## src/rtl/core/ued_pkg.sv

```systemverilog
`timescale 1ns / 1ps

package ued_pkg;

	// Character codes of the escape form
	localparam logic [7:0] CHAR_BSLASH = 8'h5C;
	localparam logic [7:0] CHAR_U      = 8'h75;
	localparam logic [7:0] CHAR_0      = 8'h30;
	localparam logic [7:0] CHAR_9      = 8'h39;
	localparam logic [7:0] CHAR_UC_A   = 8'h41;
	localparam logic [7:0] CHAR_UC_F   = 8'h46;
	localparam logic [7:0] CHAR_LC_A   = 8'h61;
	localparam logic [7:0] CHAR_LC_F   = 8'h66;

	// Codepoint constants
	localparam logic [15:0] SURR_LO   = 16'hD800;
	localparam logic [15:0] SURR_HI   = 16'hDFFF;
	localparam logic [31:0] PLANE_ONE = 32'h0001_0000;
	localparam logic [31:0] NO_RESULT = 32'hFFFF_FFFF;

	// Request: two six-byte escape slots
	typedef struct packed {
		logic [47:0] escape_first;
		logic [47:0] escape_second;
	} ued_req_t;

	// Response: two codepoint lanes
	typedef struct packed {
		logic [31:0] first_codepoint;
		logic [31:0] second_codepoint;
	} ued_rsp_t;

	// Classified item passed from front to back
	typedef struct packed {
		logic [15:0] value_first;
		logic [15:0] value_second;
		logic        both_ok;
		logic        surr_first;
		logic        surr_second;
	} ued_cls_t;

endpackage

```

## src/rtl/core/ued_front.sv

```systemverilog
`timescale 1ns / 1ps

module ued_front (
	input  logic              req_valid,
	output logic              req_stall,
	input  ued_pkg::ued_req_t req,
	output logic              push,
	output ued_pkg::ued_cls_t cls,
	input  logic              queue_full
);
	import ued_pkg::*;

	// {ok, nibble} for one digit character; non-hex counts as zero
	function automatic logic [4:0] hex_nib(input logic [7:0] c);
		logic [4:0] r;
		r = 5'd0;
		if (c >= CHAR_0 && c <= CHAR_9) begin
			r = {1'b1, c[3:0]};
		end else if ((c >= CHAR_UC_A && c <= CHAR_UC_F) ||
			     (c >= CHAR_LC_A && c <= CHAR_LC_F)) begin
			r = {1'b1, c[3:0] + 4'd9};
		end
		return r;
	endfunction

	// Slot check and value; bit 16 is the valid flag
	function automatic logic [16:0] decode_slot(input logic [47:0] s);
		logic [4:0] d2, d3, d4, d5;
		logic       ok;
		d2 = hex_nib(s[23:16]);
		d3 = hex_nib(s[31:24]);
		d4 = hex_nib(s[39:32]);
		d5 = hex_nib(s[47:40]);
		ok = (s[7:0] == CHAR_BSLASH) && (s[15:8] == CHAR_U) &&
		     d2[4] && d3[4] && d4[4] && d5[4];
		return {ok, d2[3:0], d3[3:0], d4[3:0], d5[3:0]};
	endfunction

	logic [16:0] slot_a;
	logic [16:0] slot_b;

	// Classify the window
	always_comb begin
		slot_a          = decode_slot(req.escape_first);
		slot_b          = decode_slot(req.escape_second);
		cls.value_first  = slot_a[15:0];
		cls.value_second = slot_b[15:0];
		cls.both_ok      = slot_a[16] & slot_b[16];
		cls.surr_first   = (slot_a[15:0] >= SURR_LO) && (slot_a[15:0] <= SURR_HI);
		cls.surr_second  = (slot_b[15:0] >= SURR_LO) && (slot_b[15:0] <= SURR_HI);
	end

	// Accept whenever the queue has room
	assign req_stall = queue_full;
	assign push      = req_valid & ~queue_full;

endmodule

```

## src/rtl/core/ued_queue.sv

```systemverilog
`timescale 1ns / 1ps

module ued_queue #(
	parameter int DEPTH = 4
) (
	input  logic              clk,
	input  logic              arst_n,
	input  logic              push,
	input  ued_pkg::ued_cls_t push_data,
	output logic              full,
	output logic              head_valid,
	input  logic              pop,
	output ued_pkg::ued_cls_t head
);
	import ued_pkg::*;

	localparam int PW = (DEPTH > 1) ? $clog2(DEPTH) : 1;
	localparam int CW = $clog2(DEPTH + 1);

	ued_cls_t        mem_q [DEPTH];
	logic [PW-1:0]   wr_ptr_q;
	logic [PW-1:0]   rd_ptr_q;
	logic [CW-1:0]   count_q;

	// Storage write
	always_ff @(posedge clk) begin
		if (push) begin
			mem_q[wr_ptr_q] <= push_data;
		end
	end

	// Pointers and fill count
	always_ff @(posedge clk or negedge arst_n) begin
		if (!arst_n) begin
			wr_ptr_q <= '0;
			rd_ptr_q <= '0;
			count_q  <= '0;
		end else begin
			if (push) begin
				wr_ptr_q <= (wr_ptr_q == PW'(DEPTH - 1)) ? '0 : wr_ptr_q + 1'b1;
			end
			if (pop) begin
				rd_ptr_q <= (rd_ptr_q == PW'(DEPTH - 1)) ? '0 : rd_ptr_q + 1'b1;
			end
			if (push && !pop) begin
				count_q <= count_q + 1'b1;
			end else if (pop && !push) begin
				count_q <= count_q - 1'b1;
			end
		end
	end

	assign full       = (count_q == CW'(DEPTH));
	assign head_valid = (count_q != '0);
	assign head       = mem_q[rd_ptr_q];

endmodule

```

## src/rtl/core/ued_back.sv

```systemverilog
`timescale 1ns / 1ps

module ued_back (
	input  logic              clk,
	input  logic              arst_n,
	input  logic              head_valid,
	input  ued_pkg::ued_cls_t head,
	output logic              pop,
	output logic              rsp_valid,
	input  logic              rsp_stall,
	output ued_pkg::ued_rsp_t rsp
);
	import ued_pkg::*;

	ued_rsp_t result;
	logic     out_valid_q;
	ued_rsp_t out_q;

	// Pair combine or pass-through per lane
	always_comb begin
		if (!head.surr_first) begin
			result.first_codepoint = {16'd0, head.value_first};
		end else if (head.both_ok && head.surr_second) begin
			result.first_codepoint = PLANE_ONE +
				{12'd0, head.value_first[9:0], head.value_second[9:0]};
		end else begin
			result.first_codepoint = NO_RESULT;
		end
		result.second_codepoint = (head.both_ok && !head.surr_second) ?
			{16'd0, head.value_second} : NO_RESULT;
	end

	// Take the head when the output register is free or draining
	assign pop = head_valid & (~out_valid_q | ~rsp_stall);

	// Output register
	always_ff @(posedge clk or negedge arst_n) begin
		if (!arst_n) begin
			out_valid_q <= 1'b0;
		end else if (!out_valid_q || !rsp_stall) begin
			out_valid_q <= head_valid;
		end
	end

	always_ff @(posedge clk) begin
		if (pop) begin
			out_q <= result;
		end
	end

	assign rsp_valid = out_valid_q;
	assign rsp       = out_q;

endmodule

```

## src/rtl/core/unicode_escape_pair_decoder_top.sv

```systemverilog
`timescale 1ns / 1ps
// Decoder for a pair of \uXXXX escapes taken from a text stream.
// Request channel (req_valid / req_stall / req): one twelve-byte window per
// transfer, split into escape_first and escape_second, first byte in bits 7:0.
// Response channel (rsp_valid / rsp_stall / rsp): one result per request,
// in order: first_codepoint holds the lone or paired codepoint, and
// second_codepoint the unpaired second value; all ones marks an empty lane.
// Throughput: one window per cycle while rsp_stall stays low. The front end
// classifies the window in the cycle it is taken and writes it to a
// QUEUE_DEPTH entry queue; the back end forms the codepoints and loads the
// output register. A result passes through the queue and the output
// register before it shows on rsp, and transfers when rsp_stall is low.
// When rsp_stall holds, the output register keeps its result, the queue
// fills, and req_stall rises once QUEUE_DEPTH items wait behind the output.
// Reset clears the queue and the output valid; no request is lost across
// a stall, and the block takes requests right after reset.
module unicode_escape_pair_decoder_top #(
	parameter int QUEUE_DEPTH = 4
) (
	input  logic              clk,
	input  logic              arst_n,
	input  logic              req_valid,
	output logic              req_stall,
	input  ued_pkg::ued_req_t req,
	output logic              rsp_valid,
	input  logic              rsp_stall,
	output ued_pkg::ued_rsp_t rsp
);
	import ued_pkg::*;

	logic     push;
	logic     queue_full;
	ued_cls_t cls;
	logic     head_valid;
	logic     pop;
	ued_cls_t head;

	ued_front u_front (
		.req_valid  (req_valid),
		.req_stall  (req_stall),
		.req        (req),
		.push       (push),
		.cls        (cls),
		.queue_full (queue_full)
	);

	ued_queue #(
		.DEPTH (QUEUE_DEPTH)
	) u_queue (
		.clk        (clk),
		.arst_n     (arst_n),
		.push       (push),
		.push_data  (cls),
		.full       (queue_full),
		.head_valid (head_valid),
		.pop        (pop),
		.head       (head)
	);

	ued_back u_back (
		.clk        (clk),
		.arst_n     (arst_n),
		.head_valid (head_valid),
		.head       (head),
		.pop        (pop),
		.rsp_valid  (rsp_valid),
		.rsp_stall  (rsp_stall),
		.rsp        (rsp)
	);

endmodule

```

## config.mk

```make
export PLATFORM = sky130hd
export DESIGN_NAME = unicode_escape_pair_decoder_top
export DESIGN_NICKNAME = d
export VERILOG_FILES = /design/src/rtl/core/ued_pkg.sv /design/src/rtl/core/ued_front.sv /design/src/rtl/core/ued_queue.sv /design/src/rtl/core/ued_back.sv /design/src/rtl/core/unicode_escape_pair_decoder_top.sv
export SDC_FILE = /design/constraint.sdc
export NUM_CORES = 1
export LEC_CHECK = 0
export ABC_AREA = 1
export BUFFER_PORTS_ARGS = -buffer_cell sky130_fd_sc_hd__buf_2
export CAP_MARGIN = 20
export CORE_UTILIZATION = 30
export CTS_BUF_LIST = sky130_fd_sc_hd__clkbuf_2 sky130_fd_sc_hd__clkbuf_4 sky130_fd_sc_hd__clkbuf_8
export DETAILED_ROUTE_END_ITERATION = 8
export HOLD_SLACK_MARGIN = 0.1
export SETUP_SLACK_MARGIN = 0.5
export SLEW_MARGIN = 25
export SYNTH_ARGS = -nofsm -noshare
export SYNTH_HDL_FRONTEND = slang
export SYNTH_SLANG_ARGS = --single-unit
```

## constraint.sdc

```tcl
create_clock -name clk -period 6.6 [get_ports clk]
set_input_delay 0.66 -clock clk [delete_from_list [all_inputs] [get_ports clk]]
set_output_delay 0.66 -clock clk [all_outputs]
set_load 0.03 [all_outputs]
```

==> flow_metrics.env <==
export IMPL_cts_clk_slew_worst_paths_ns=0.09
export IMPL_final_cell_mix="sky130_fd_sc_hd__nand2_1 (185), sky130_fd_sc_hd__edfxtp_1 (179), sky130_fd_sc_hd__buf_2 (165)"
export IMPL_finalClockSkew_ns=0.01322
export IMPL_netlist_area_um2=9366
export IMPL_timing_final_hold_violations=0
export IMPL_place_gp_congestion=0.8061
export IMPL_antenna_found_initial=0
export IMPL_drv_max_cap_violation_count=0
export IMPL_worstPathRequired_ns=6.79
export IMPL_fillerInstances=3068
export IMPL_pwr_share_comb_pct=43.3
export IMPL_slew_headroom_pct=39.17
export IMPL_remaining_drc_errors=0
export IMPL_worst_setup_path_startpoint="u_queue.rd_ptr_q[0]$_DFFE_PN0P_"
export IMPL_route_detailed_vias_per_inst=4.551
export IMPL_cp_slowest_cell="sky130_fd_sc_hd__clkinv_2"
export IMPL_port_buffers=165
export IMPL_cts_hold_buf=1
export IMPL_core_um2=30670
export IMPL_finalMaxSlewViolations=0
export IMPL_rows=64
export IMPL_cts_buffer_depth=2
export IMPL_hpwlAfterDp_um=13830
export IMPL_grt_max_degree=76
export IMPL_cts_tree="yes"
export IMPL_final_layout_size_suffix_gt1_share_pct=20.92
export IMPL_setup_repair_after_global_routing_missed_its_margin="no"
export IMPL_switching_power_w=0.001906
export IMPL_timing_final_setup_violations=0
export IMPL_hold_path_class="input pin to flop"
export IMPL_critical_path_peak_fanout=75
export IMPL_area_growth_synth_to_final_pct=14.83
export IMPL_cts_root_buf="sky130_fd_sc_hd__clkbuf_8"
export IMPL_cts_repair_resize_count=0
export IMPL_run_status="complete, no violations"
export IMPL_tns_ns=0
export IMPL_internal_power_w=0.002539
export IMPL_critical_path_cell_by_cell="buf_4 > clkinv_2 > nand2_1 > nand3_2 > nand2_4 > nand2_2 > inv_2 > o221ai_1"
export IMPL_synthDominantCellAreaShare_pct=57.39
export IMPL_static_leakage_power_nw=4.398
export IMPL_number_of_drc_markers_in_iteration_0=460
export IMPL_ios=166
export IMPL_tightestPinTransition_ns=0.9125
export IMPL_power_density_nw_per_um2=413.3
export IMPL_worstReg2RegStart="u_queue.rd_ptr_q[0]$_DFFE_PN0P_"
export IMPL_ys_ff_latch=187
export IMPL_arrival_ns=3.42
export IMPL_synth_lib_cells_used_distinct=42
export IMPL_vertical_die_dimension_um=178.7
export IMPL_mappedNetlistNets=1047
export IMPL_min_delay_start="rsp_stall"
export IMPL_period_minus_slack_ns=3.229
export IMPL_final_min_period_over_clock_period_pct=48.93
export IMPL_power_share_sequential_pct=41.0
export IMPL_finalWirelength_um=20000
export IMPL_share_clk_of_total_power_pct=15.7
export IMPL_design_power_total_w=0.004445
export IMPL_ys_seq_area_share_pct=59.52
export IMPL_yosys_warnings=0
export IMPL_design_final_nets=1187
export IMPL_critical_path_startpoint_type="flop"
export IMPL_dieArea_um2=31930
export IMPL_path_class="flop to flop"
export IMPL_critPathCaptureType="flop"
export IMPL_peak_supply_drop_uv=183.7
export IMPL_grt_util_all_layers_pct=12.72
export IMPL_layout_cells_most_common="sky130_fd_sc_hd__nand2_1"
export IMPL_post_synth_main_area_contributors="sky130_fd_sc_hd__edfxtp_1 (57%), sky130_fd_sc_hd__nand2_1 (7.4%), sky130_fd_sc_hd__ha_1 (5.1%)"
export IMPL_wire_length_of_the_first_global_routing_pass_um=30830
export IMPL_syn_avg_cell_area_um2=10.32
export IMPL_antennaDiodeCount=0
export IMPL_antenna_violating_nets_post_route=0
export IMPL_post_synth_inst_count=908
export IMPL_critPathMaxStageDelay_ns=0.90
export IMPL_grt_remaining_overflow=0
export IMPL_htree_num_levels=4
export IMPL_wl_per_cell_um=13.73
export IMPL_via_count=6631
export IMPL_die_x_um=178.7
export IMPL_numCtsBuffers=17
export IMPL_power_share_switching_pct=42.87
export IMPL_post_cts_buffers=0
export IMPL_clkSinkCount=187
export IMPL_max_clock_freq_mhz=309.7
export IMPL_post_synth_top_area_cell="sky130_fd_sc_hd__edfxtp_1"
export IMPL_initial_core_utilization_pct=30.54
export IMPL_first_pass_iters=5
export IMPL_clock_insertion_delay_worst_skew_ns=0.46
export IMPL_first_global_vias=6033
[layer usage]
layer  vias up  global-route usage, %  share of wire (%)
li1       3370                      -                  -
met1      3037                  16.71                 47
met2       201                  21.12                 46
met3        23                  2.248                5.4
met4         0                  4.202                1.5
met5         -                      0                  0
[Yosys cell counts (all sizes together)]
library cell  instances
a21oi                10
a31oi                 6
and2                  1
and3                  2
buf                  47
clkbuf                5
dfrtp                 8
edfxtp              179
fa                    1
ha                   38
inv                  91
mux2                  1
nand2               189
nand3                44
nand3b                4
nand4                 8
nor2                109
nor3                 11
nor3b                 1
o211ai                1
o21a                  3
o21ai               102
o221ai                6
o22a                 16
o22ai                13
o31ai                 2
or2                   2
xnor2                 6
xor2                  2
[per-stage QoR]
| stage | instances | setup WS (ns) | utilization, % | area (um2) | hold WS, ns |
|---|---|---|---|---|---|
| after detailed placement | 1424 | 3.748 | 33.87 | 10390 | 0.4993 |
| after CTS | 1457 | 3.733 | 35.06 | 10750 | 0.4115 |
| after floorplan | 908 | 3.646 | - | 9366 | 0.3644 |
| after global placement | 1424 | 3.786 | 33.87 | 10390 | 0.4795 |
| after global routing | 1457 | 3.154 | 35.07 | 10760 | 0.4489 |
| final | 1457 | 3.371 | 35.07 | 10760 | 0.4325 |
[worst paths after layout]
check                                                   to  slack (ns)  depth (start not counted)
setup / recovery              u_back.rsp[12]$_SDFFCE_PN1P_        3.37                          8
max in group asynchronous  u_queue.rd_ptr_q[0]$_DFFE_PN0P_        5.85                          2
hold reg to reg               u_back.rsp_valid$_DFFE_PN0N_        0.52                          2
setup reg to reg              u_back.rsp[12]$_SDFFCE_PN1P_        3.37                          8
hold / removal                u_back.rsp_valid$_DFFE_PN0N_        0.43                          3
min in group asynchronous     u_back.rsp_valid$_DFFE_PN0N_        0.56                          2
[registers in the layout, summed over array words and instances, names as in the netlist]
register	count
u_back.rsp_valid	1
u_queue.count_q	3
u_queue.mem_q	140
u_queue.rd_ptr_q	2
u_queue.wr_ptr_q	2
u_back.rsp	39
[critical path, delay by kind of cell (launching register included)]
kind | cells | cell delay, ns
buffers and inverters | 3 | 1.68
flip-flops | 1 | 0.35
AND/OR/NAND/NOR | 4 | 0.62
AO/OA/AOI/OAI | 1 | 0.18
[power by group through the flow]
stage	Clock, W	Combinational, W	Sequential (W)
2_1_floorplan	0	0.00129	0.00208
3_3_place_gp	0	0.00192	0.00186
3_5_place_dp	0	0.00194	0.00185
4_1_cts	0.000708	0.00195	0.00183
5_1_grt	0.000756	0.00213	0.00186
6_report	0.000698	0.00192	0.00182
[cells by family (layout without fill, tap and decap cells)]
family	Yosys count	after routing	share of synthesized area (%)
xor gates and xnor gates	8	8	0.7481
muxes	1	1	0.1202
and+or+nand+nor	371	371	16.67
adders and majority gates	39	39	5.290
buffers and inverters	143	296	7.801
AOI/OAI and AO/OA	159	159	9.845
DFF	187	187	59.52
[cell type report]
type                            count  area, um2  share of cell area (%)
Inverter                           91      347.8                   3.234
Clock inverter                     15      122.6                   1.140
Clock buffer                       17      234.0                   2.175
Tap cell                          396      495.5                   4.607
Multi-Input combinational cell    578       3090                   28.73
Timing Repair Buffer              173      888.4                   8.260
Sequential cell                   187       5577                   51.85
Power figures use the tool's default switching activity.
